==> src/rtl/ipv4_longest_prefix_route_lookup_defines.svh <==
// Assertion macros for the route lookup engine.
// Included by the top level; relies on ports named clock and reset.
`ifndef IPV4_LONGEST_PREFIX_ROUTE_LOOKUP_DEFINES_SVH
`define IPV4_LONGEST_PREFIX_ROUTE_LOOKUP_DEFINES_SVH

// Property checked in the same cycle as its trigger
`define IPLPR_ASSERT(lbl, prop, msg) \
   lbl: assert property (@(posedge clock) disable iff (reset) prop) else $error(msg);

// Antecedent in one cycle, consequent in the next
`define IPLPR_ASSERT_NEXT(lbl, ante, cons, msg) \
   lbl: assert property (@(posedge clock) disable iff (reset) (ante) |=> (cons)) \
      else $error(msg);

`endif

==> src/rtl/iplpr_pkg.sv <==
// Shared types and constants of the route lookup engine.
// Used by iplpr_cell, the top level and tb_top; depends on nothing.
`default_nettype none

package iplpr_pkg;

   // table geometry
   localparam int ROUTES = 64;
   localparam int LANES  = 4;
   localparam int CELLS  = ROUTES / LANES;
   localparam int IDX_W  = $clog2(ROUTES);
   localparam int LANE_W = $clog2(LANES);
   localparam int CELL_W = IDX_W - LANE_W;

   // field widths
   localparam int ADDR_W  = 32;
   localparam int PORT_W  = 4;
   localparam int COUNT_W = 7;

   // stream and register port widths
   localparam int REQ_TDATA_W = 144;
   localparam int RSP_TDATA_W = 48;
   localparam int CSR_ADDR_W  = 3;
   localparam int CSR_DATA_W  = 32;
   localparam int CSR_SEL_W   = CSR_ADDR_W - 2;

   // register word indexes
   localparam logic [CSR_SEL_W-1:0] REG_ROUTE_COUNT = '0;

   typedef enum logic [0:0] {
      FUNC_WRITE  = 1'b0,
      FUNC_LOOKUP = 1'b1
   } func_type;

   // table write broadcast to every cell
   typedef struct packed {
      logic              en;
      logic [IDX_W-1:0]  index;
      logic [ADDR_W-1:0] prefix;
      logic [ADDR_W-1:0] mask;
      logic [ADDR_W-1:0] hop;
      logic [PORT_W-1:0] port;
   } wr_type;

   // search token handed along the chain
   typedef struct packed {
      logic              valid;
      logic [ADDR_W-1:0] dest;
      logic              found;
      logic [ADDR_W-1:0] mask;
      logic [IDX_W-1:0]  index;
      logic [ADDR_W-1:0] hop;
      logic [PORT_W-1:0] port;
   } tok_type;

endpackage

`default_nettype wire

==> src/rtl/iplpr_cell.sv <==
// One cell of the search chain: holds LANES route entries and refines the
// passing best-match token against them. Depends on iplpr_pkg.
`default_nettype none

module iplpr_cell (
   input  wire logic                           clock,
   input  wire logic                           reset,
   input  wire logic                           enable,
   input  wire logic [iplpr_pkg::CELL_W-1:0]   cell_id,
   input  wire logic [iplpr_pkg::COUNT_W-1:0]  route_count,
   input  wire iplpr_pkg::wr_type              wr,
   input  wire iplpr_pkg::tok_type             tok_prev,
   output iplpr_pkg::tok_type                  tok_next
);

   logic [iplpr_pkg::ADDR_W-1:0] prefix_ff [iplpr_pkg::LANES];
   logic [iplpr_pkg::ADDR_W-1:0] mask_ff   [iplpr_pkg::LANES];
   logic [iplpr_pkg::ADDR_W-1:0] hop_ff    [iplpr_pkg::LANES];
   logic [iplpr_pkg::PORT_W-1:0] port_ff   [iplpr_pkg::LANES];

   iplpr_pkg::tok_type tok_ff;
   iplpr_pkg::tok_type tok_in;

   logic wr_here;

   // entry storage: written by a broadcast addressed to this cell
   assign wr_here = wr.en && (wr.index[iplpr_pkg::IDX_W-1:iplpr_pkg::LANE_W] == cell_id);

   always_ff @(posedge clock) begin
      if (wr_here) begin
         prefix_ff[wr.index[iplpr_pkg::LANE_W-1:0]] <= wr.prefix;
         mask_ff[wr.index[iplpr_pkg::LANE_W-1:0]]   <= wr.mask;
         hop_ff[wr.index[iplpr_pkg::LANE_W-1:0]]    <= wr.hop;
         port_ff[wr.index[iplpr_pkg::LANE_W-1:0]]   <= wr.port;
      end
   end

   // compare lanes in slot order; strictly greater mask wins, so ties keep
   // the lower slot
   always_comb begin
      logic [iplpr_pkg::IDX_W-1:0] idx;
      logic                        active;
      logic                        hit;
      tok_in = tok_prev;
      for (int l = 0; l < iplpr_pkg::LANES; l++) begin
         idx    = {cell_id, iplpr_pkg::LANE_W'(l)};
         active = iplpr_pkg::COUNT_W'(idx) < route_count;
         hit    = active && ((tok_prev.dest & mask_ff[l]) == prefix_ff[l])
                  && (!tok_in.found || (mask_ff[l] > tok_in.mask));
         if (hit) begin
            tok_in.found = 1'b1;
            tok_in.mask  = mask_ff[l];
            tok_in.index = idx;
            tok_in.hop   = hop_ff[l];
            tok_in.port  = port_ff[l];
         end
      end
   end

   // token register towards the next cell
   always_ff @(posedge clock) begin
      if (reset) begin
         tok_ff.valid <= 1'b0;
      end else if (enable) begin
         tok_ff <= tok_in;
      end
   end

   assign tok_next = tok_ff;

endmodule

`default_nettype wire

==> config.mk <==
export PLATFORM = sky130hd
export DESIGN_NAME = iplpr_cell
export DESIGN_NICKNAME = d
export VERILOG_FILES = /design/src/rtl/ipv4_longest_prefix_route_lookup_defines.svh /design/src/rtl/iplpr_pkg.sv /design/src/rtl/iplpr_cell.sv
export SDC_FILE = /design/constraint.sdc
export NUM_CORES = 1
export LEC_CHECK = 0
export ABC_AREA = 1
export BUFFER_PORTS_ARGS = -buffer_cell sky130_fd_sc_hd__buf_2
export CAP_MARGIN = 5
export CORE_ASPECT_RATIO = 1.1
export CORE_MARGIN = 2
export CORE_UTILIZATION = 30
export DETAILED_ROUTE_END_ITERATION = 10
export GPL_ROUTABILITY_DRIVEN = 0
export GPL_TIMING_DRIVEN = 0
export PLACE_DENSITY = 0.49
export RECOVER_POWER = 50
export SYNTH_ARGS = -nofsm -noshare
export SYNTH_HDL_FRONTEND = slang
export SYNTH_SLANG_ARGS = --single-unit
==> constraint.sdc <==
create_clock -name clock -period 8.95 [get_ports clock]
set_input_delay 1.3425 -clock clock [delete_from_list [all_inputs] [get_ports clock]]
set_output_delay 1.3425 -clock clock [all_outputs]
set_load 0.05 [all_outputs]
Word-level counts from Yosys, hierarchy flattened --
Memory sizes are Yosys's and may differ from the RTL's. Index checks and enable logic that the tools add are counted.
Cells by class: order comparisons 8, equality and inequality tests 5, multiplexer cells 6, bitwise operators 5, reductions and logical operators 19
Operator list (number):
- 75-bit two-way mux | 3
- 32-bit AND | 4
- 32-bit == test | 4
- 32-bit greater-than comparator | 4
- 74-bit two-way mux | 1
- 6-bit by 7-bit < comparator with 1-bit output | 4
- 1-bit logical AND | 9
- 4-bit == test | 1
- 1-bit logical NOT | 4
- 1-bit logical OR | 4
- 1-bit two-way mux | 2
- 2-bit AND reduction | 1
- 2-bit OR reduction | 1
- 1-bit NOT | 1
Word-level totals: register bits after elaboration 108, RAM bits 400, output and inout port bits 108, logic and storage cells 56, memories kept 4
Memory list:
- hop_ff | words 4, width 32, rd ports 4, clocked after Yosys merged registers in 0, write ports 1, line iplpr_cell.sv:18 | logic [iplpr_pkg::ADDR_W-1:0] hop_ff [iplpr_pkg::LANES];
- mask_ff | words 4, width 32, rd ports 4, clocked after Yosys merged registers in 0, write ports 1, line iplpr_cell.sv:17 | logic [iplpr_pkg::ADDR_W-1:0] mask_ff [iplpr_pkg::LANES];
- prefix_ff | words 4, width 32, rd ports 4, clocked after Yosys merged registers in 0, write ports 1, line iplpr_cell.sv:16 | logic [iplpr_pkg::ADDR_W-1:0] prefix_ff [iplpr_pkg::LANES];
- port_ff | words 4, width 4, rd ports 4, clocked after Yosys merged registers in 0, write ports 1, line iplpr_cell.sv:19 | logic [iplpr_pkg::PORT_W-1:0] port_ff [iplpr_pkg::LANES];

Logic depth before layout (Yosys ltp) --
Gate-level depths: netlist (run 1). An unclocked memory read counts as a cell.
depth after elaboration 18, depth in mapped cells 72

Worst setup path after synthesis (run 1) --
Ideal clock, no wire load.
kind input port to flip-flop, from input port cell_id[3] in the netlist's numbering, to memory hop_ff[0][0] in the netlist's numbering (enable), setup time 683 ps, arrival 8501 ps, required time 8267 ps, path slack -234 ps, stages 4, cell sequence xnor2_1 and2_1 nand4_1 nor3_1
Between the ends: word-level cells in the longest chain between the ends 4
RTL lines:
- start, declared | line iplpr_cell.sv:9 | input wire logic [iplpr_pkg::CELL_W-1:0] cell_id,
- 4-bit == test | line iplpr_cell.sv:27 | assign wr_here = wr.en && (wr.index[iplpr_pkg::IDX_W-1:iplpr_pkg::LANE_W] == cell_id);
- 1-bit logical AND | line iplpr_cell.sv:27
- 1-bit two-way mux | line iplpr_cell.sv:30 | if (wr_here) begin
- 1-bit two-way mux (not written as such) | line iplpr_cell.sv:33 | hop_ff[wr.index[iplpr_pkg::LANE_W-1:0]] <= wr.hop;
- end, declared | line iplpr_cell.sv:18
No other way between the ends.

==> results of run 1 <==
metrics by stage:
| step | power [W] | cells |
|---|---|---|
| final | 0.00578 | 3921 |
| after global routing | 0.00597 | 3919 |
| after CTS | 0.00584 | 3903 |
| after detailed placement | 0.00318 | 3768 |
| after global placement | 0.00318 | 3713 |
| after floorplan | 0.00298 | 2313 |
worst paths after layout:
| kind | endpoint | slack [ns] |
|---|---|---|
| worst min register to register | tok_next[107] | 0.45 |
| worst max-delay path | tok_next[44] | 0.14 |
| worst min-delay path | tok_next[107] | 0.45 |
| worst max register to register | tok_next[44] | 0.49 |
Yosys cell counts, drive strengths merged:
| cell type | number | area [sq um] |
|---|---|---|
| a31oi | 1 | 6.26 |
| nor2 | 109 | 409 |
| o21ai | 29 | 145 |
| o21bai | 2 | 15.0 |
| nand4 | 20 | 125 |
| nor4 | 6 | 37.5 |
| xor2 | 58 | 508 |
| nand3b | 6 | 45.0 |
| and3 | 1 | 6.26 |
| o21ba | 1 | 10.0 |
| dfxtp | 1 | 20.0 |
| inv | 209 | 785 |
| edfxtp | 507 | 15200 |
| buf | 51 | 297 |
| nor3b | 1 | 7.51 |
| nor3 | 14 | 70.1 |
| and2 | 36 | 225 |
| o21a | 5 | 37.5 |
| xnor2 | 51 | 447 |
| nand2 | 616 | 2330 |
| o2111ai | 2 | 17.5 |
| nand3 | 297 | 1500 |
| clkbuf | 15 | 56.3 |
| or2 | 39 | 244 |
| a21o | 3 | 22.5 |
| a21oi | 97 | 485 |
| ha | 133 | 1660 |
| o211ai | 3 | 22.5 |
final cells by class:
cell class                 count  share of cell area, %
buffer                        66                   2.32
sequential                   508                   47.9
clock buffer                  67                   4.86
antenna                        4                 0.0314
clock inverter                40                   1.69
timing repair buffer         433                   8.07
tap                         1064                   4.18
inverter                     209                   2.53
multi-input combinational   1530                   28.5
power groups by stage:
stage	Clock, W	Combinational [W]	Sequential (W)
floorplan	0	0.000163	0.00282
global placement	0	0.000435	0.00275
detailed placement	0	0.000451	0.00273
CTS	0.00269	0.000467	0.00268
global route	0.00277	0.000511	0.00269
finish	0.00262	0.000468	0.00268
routing by layer:
metal | share of wire [%] | vias up
met5 | 0.27 | -
met4 | 3.7 | 38
met3 | 8.1 | 195
met2 | 49 | 717
met1 | 39 | 9086
li1 | - | 8917
registers in the layout, summed over array words and instances, names as in the netlist:
signal     flops
hop_ff       128
port_ff       16
prefix_ff    128
tok_next     108
mask_ff      128
logic make-up (layout without fill, tap and decap cells):
group           after synthesis  in the layout  share of synthesized area, %
fa+ha+maj                   133            133                          6.72
other cells                   0              4                             0
buf+inv                     275            815                          4.59
xor+xnor                    109            109                          3.86
compound gates              143            143                          3.08
simple gates               1145           1145                          20.2
flops                       508            508                          61.6
worst max-delay path, delay by kind of cell:
| kind | cells | cell delay, ns |
|---|---|---|
| adder cells (fa/ha/maj) | 3 | 0.79 |
| XOR/XNOR | 1 | 0.53 |
| AND/OR/NAND/NOR | 37 | 4.13 |
| AO/OA/AOI/OAI | 2 | 0.36 |
| buffers and inverters | 13 | 1.94 |
what timing repair did:
| item | in CTS | in global routing |
|---|---|---|
| hold buffers | 0 | 0 |
| setup buffers | 27 | 10 |
| cloned | 1 | 4 |
| resized for setup | 148 | 121 |
| setup endpoints to repair | 74 | 74 |
| pin swaps | 21 | 34 |
==> results.json, run 1 <==
{
  "netlist_instances": 2313,
  "drc": 0,
  "io_buffer_count": 336,
  "p_int_w": 0.00442,
  "power.share.sequential_pct": 46.5,
  "max_stage_delay_ns": 0.53,
  "drt-total-wl_mm": 90.9,
  "final_cell_mix": "572 x nand2_1, 507 x edfxtp_1, 285 x nand3_1",
  "finalWorstSetupSlack_ns": 0.136,
  "cts-root-buf": "clkbuf_16",
  "fp.dieW_um": 278,
  "syn_area_sq_mm": 0.0248,
  "critPathSlowestCell": "xnor2_1",
  "use_met1_pct": 25.1,
  "crit_top_cell": "nand2_1",
  "yosysSeqAreaShare_pct": 61.6,
  "p_comb_share_pct": 8.1,
  "slew_headroom_pct": -16.6,
  "end_kind": "flip-flop",
  "use_met2_pct": 36.0,
  "rsz0062_at_grt": "yes",
  "firstDrtPassIters": 6,
  "hold_start": "tok_next[107]",
  "grtUsageMet3_pct": 5.57,
  "fin_nets": 3168,
  "cts.sinks": 508,
  "tns_ns": 0,
  "post_dp_cell_area_sq_mm": 0.0285,
  "hold_viol_final": 0,
  "pre_cts_slack_ns": -4.27,
  "finalCritPeriodShare_pct": 98.5,
  "avgSynthCellArea_sq_um": 10.7,
  "antenna_found_initial": 23,
  "switching_share_pct": 23.5,
  "fp.dieH_um": 305,
  "io_pins": 337,
  "ys_ff_latch": 508,
  "dr.first_iter.drc_count": 1446,
  "whs_ns": 0.454,
  "grt-ovfl-total": 0,
  "cp.arrival_ns": 9.17,
  "startpoint_type": "primary input",
  "nFillCells": 8097,
  "power_density_mw_per_mm2": 181,
  "failed_checks": "max-capacitance violations, max-slew violations",
  "p_leak_nw": 13.0,
  "drt-wirelength-per-cell_um": 23.2,
  "ant_nets": 0,
  "switching_power_w": 0.00136,
  "clock_path_buffers": 3,
  "yosysWarnings": 0,
  "status": "finished with violations",
  "worstSetupStartpoint": "tok_prev[92]",
  "cp_max_fo": 10,
  "htreeDepth": 2,
  "avgViaCountPerCell": 4.83,
  "drive_gt1_share_pct": 21.8,
  "initial_utilization_pct": 30.3,
  "setup_viol": 0,
  "report.final.slew_viol_count": 79,
  "multi_input_area_sq_mm": 0.00907,
  "grt_pass1_vias": 18900,
  "row_count": 110,
  "grt_busiest_layer": "met2",
  "cts_buffers": 58,
  "insertion_delay_ns": 0.64,
  "tightest_slew_ns": 1.75,
  "via_count": 19000,
  "synthesis.nets": 2675,
  "fmax_mhz": 113,
  "grt_max_degree": 30,
  "r2r-start": "mask_ff[0][23]",
  "cp.required_ns": 9.31,
  "die_area_sq_mm": 0.0849,
  "hold_depth": 2,
  "max_cap_viol_count": 3,
  "core_sq_mm": 0.0818,
  "grt_pass1_wl_mm": 128,
  "skew_ns": 0.0293,
  "critical_path_class": "primary input to flip-flop",
  "grt_usage_pct": 20.9,
  "p_clk_share_pct": 45.4,
  "design_area_sq_mm": 0.0319,
  "layout_commonest_cell": "nand2_1",
  "seq_area_sq_mm": 0.0152,
  "cts.reportedPaths.clkPinSlew_ns": 0.06,
  "ir_worst_vdd_mv": 0.140,
  "hold_class": "flip-flop to flip-flop",
  "fin_util_pct": 39.0,
  "cts_tree": "yes",
  "dpl.hpwl_mm": 68.9,
  "area_delta_synth_final_pct": 28.7,
  "min_period_ns": 8.81,
  "reg2regPathDepth": 58,
  "synth.distinct_cells": 37
}
Power figures use the tool's default switching activity.
==> inputs of run 2 (changes only) <==
--- a/config.mk
+++ b/config.mk
@@ -10,11 +10,11 @@
 export CAP_MARGIN = 5
 export CORE_ASPECT_RATIO = 1.1
 export CORE_MARGIN = 2
-export CORE_UTILIZATION = 30
+export CORE_UTILIZATION = 42
 export DETAILED_ROUTE_END_ITERATION = 10
 export GPL_ROUTABILITY_DRIVEN = 0
 export GPL_TIMING_DRIVEN = 0
-export PLACE_DENSITY = 0.49
+export PLACE_DENSITY = 0.64
 export RECOVER_POWER = 50
 export SYNTH_ARGS = -nofsm -noshare
 export SYNTH_HDL_FRONTEND = slang
==> constraint.sdc (replaced) <==
create_clock -name clock -period 8.95 [get_ports clock]
set_input_delay 1.3425 -clock clock [delete_from_list [all_inputs] [get_ports clock]]
set_output_delay 1.3425 -clock clock [all_outputs]
set_load 0.005 [all_outputs]
==> results.json, run 2 (same netlist as run 1, synthesis figures left out) <==
{
  "status": "finished with violations",
  "failed_checks": "max-capacitance violations, max-slew violations",
  "crit_top_cell": "nand2_1",
  "die_area_sq_mm": 0.0609,
  "io_buffer_count": 336,
  "critical_path_class": "primary input to flip-flop",
  "power_density_mw_per_mm2": 173,
  "skew_ns": 0.0310,
  "fmax_mhz": 114,
  "fp.dieH_um": 259,
  "row_count": 93,
  "cts_tree": "yes",
  "tightest_slew_ns": 1.98,
  "fp.dieW_um": 236,
  "via_count": 19300,
  "layout_commonest_cell": "nand2_1",
  "ant_nets": 0,
  "cts-root-buf": "clkbuf_16",
  "clock_path_buffers": 3,
  "p_leak_nw": 12.7,
  "report.final.slew_viol_count": 91,
  "cts.sinks": 508,
  "area_delta_synth_final_pct": 24.9,
  "grt_max_degree": 35,
  "grt_pass1_wl_mm": 119,
  "drc": 0,
  "multi_input_area_sq_mm": 0.00902,
  "grt-ovfl-total": 0,
  "dr.first_iter.drc_count": 1769,
  "io_pins": 337,
  "nFillCells": 5151,
  "cts.reportedPaths.clkPinSlew_ns": 0.06,
  "grt_usage_pct": 26.6,
  "tns_ns": 0,
  "antenna_found_initial": 17,
  "insertion_delay_ns": 0.62,
  "critPathBufInv": 11,
  "end_kind": "flip-flop",
  "drt-wirelength-per-cell_um": 23.0,
  "cp_max_fo": 10,
  "drive_gt1_share_pct": 20.6,
  "power_w": 0.00534,
  "finalCritPeriodShare_pct": 98.0,
  "seq_area_sq_mm": 0.0152,
  "slew_headroom_pct": -32.0,
  "crit_family": "simple AND/OR/NAND/NOR gates",
  "drt-total-wl_mm": 83.1,
  "fin_util_pct": 52.9,
  "critPathSlowestCell": "nor4_4",
  "hold_viol_final": 0,
  "firstDrtPassIters": 5,
  "fin_nets": 3155,
  "max_stage_delay_ns": 0.39,
  "dpl.hpwl_mm": 61.8,
  "max_cap_viol_count": 3,
  "cp.arrival_ns": 9.11,
  "cp.required_ns": 9.28,
  "ir_worst_vdd_mv": 0.174,
  "cts_buffers": 55,
  "hold_class": "flip-flop to flip-flop",
  "setup_viol": 0,
  "htreeDepth": 2,
  "core_sq_mm": 0.0584,
  "initial_utilization_pct": 42.4,
  "min_period_ns": 8.78,
  "final_cell_mix": "584 x nand2_1, 507 x edfxtp_1, 285 x nand3_1",
  "grt_pass1_vias": 19100,
  "cts-hold-fix-buffers": 0,
  "avgViaCountPerCell": 5.36,
  "startpoint_type": "primary input"
}
run 2: changes by cell type in the layout (fill, tap and decap cells not counted), moves of 5 or more:
cell	before	now
ha_4	11	16
nand2_2	37	24
bufinv_16	13	5
buf_6	58	53
nand2_1	572	584
ha_1	122	117
xor2_1	52	57
clkbuf_16	68	58
run 2: report_power, final:
group	total (W)	leakage, nW	switching, W	internal, W
Clock	0.00227	0.856	0.000975	0.00130
Combinational	0.000384	7.26	0.000244	0.000140
Sequential	0.00268	4.61	0.0000168	0.00267
Total	0.00534	12.7	0.00124	0.00410
run 2: routing by layer:
layer,vias to the layer above,routed length [um],GRT usage [%]
li1,8893,-,-
met1,9259,30200,31.5
met2,909,40300,45.5
met3,250,8020,6.63
met4,22,4430,12.4
met5,-,147,0
run 2: path summary, 6_finish.rpt:
check	from	depth (start not counted)	slack (ns)	endpoint
hold / removal	tok_next[107]	2	0.47	tok_next[107]
hold reg to reg	tok_next[107]	2	0.47	tok_next[107]
setup reg to reg	mask_ff[0][22]	56	0.52	tok_next[49]
setup / recovery	tok_prev[73]	56	0.17	tok_next[49]
run 2: tightest hold or removal path: cells and delay by family, from the launching register on:
kind               cells  cell delay (ns)
AOI/OAI and AO/OA      1             0.05
and+or+nand+nor        1             0.06
DFF                    1             0.31
run 2: cell type report:
cell class / instances / area share (%)
clock buffers: 67 / 4.67
repair buffers: 425 / 7.88
well taps: 760 / 3.08
flip-flops and latches: 508 / 49.3
multi-input cells: 1530 / 29.2
inverters: 209 / 2.60
clock inverters: 36 / 1.09
diodes: 7 / 0.0567
plain buffers: 64 / 2.17
run 2: timing repair:
item                                   CTS  global route
pin swaps                               13            36
resized for setup                      113           124
setup endpoints to repair               74            74
buffers inserted                        13            22
endpoints found under the hold margin    0             0
cloned                                   2             0
run 2: per-stage QoR:
step                std cells  instance area (sq um)  hold slack (ns)  worst slack (ns)
detailed placement       3461                  28100            0.467             -3.72
floorplan                2313                  24800            0.449            -0.234
CTS                      3579                  30400            0.478         -0.000822
finish                   3606                  30900            0.467             0.175
global route             3602                  30900            0.502            -0.137
global placement         3409                  27400            0.440             -6.84
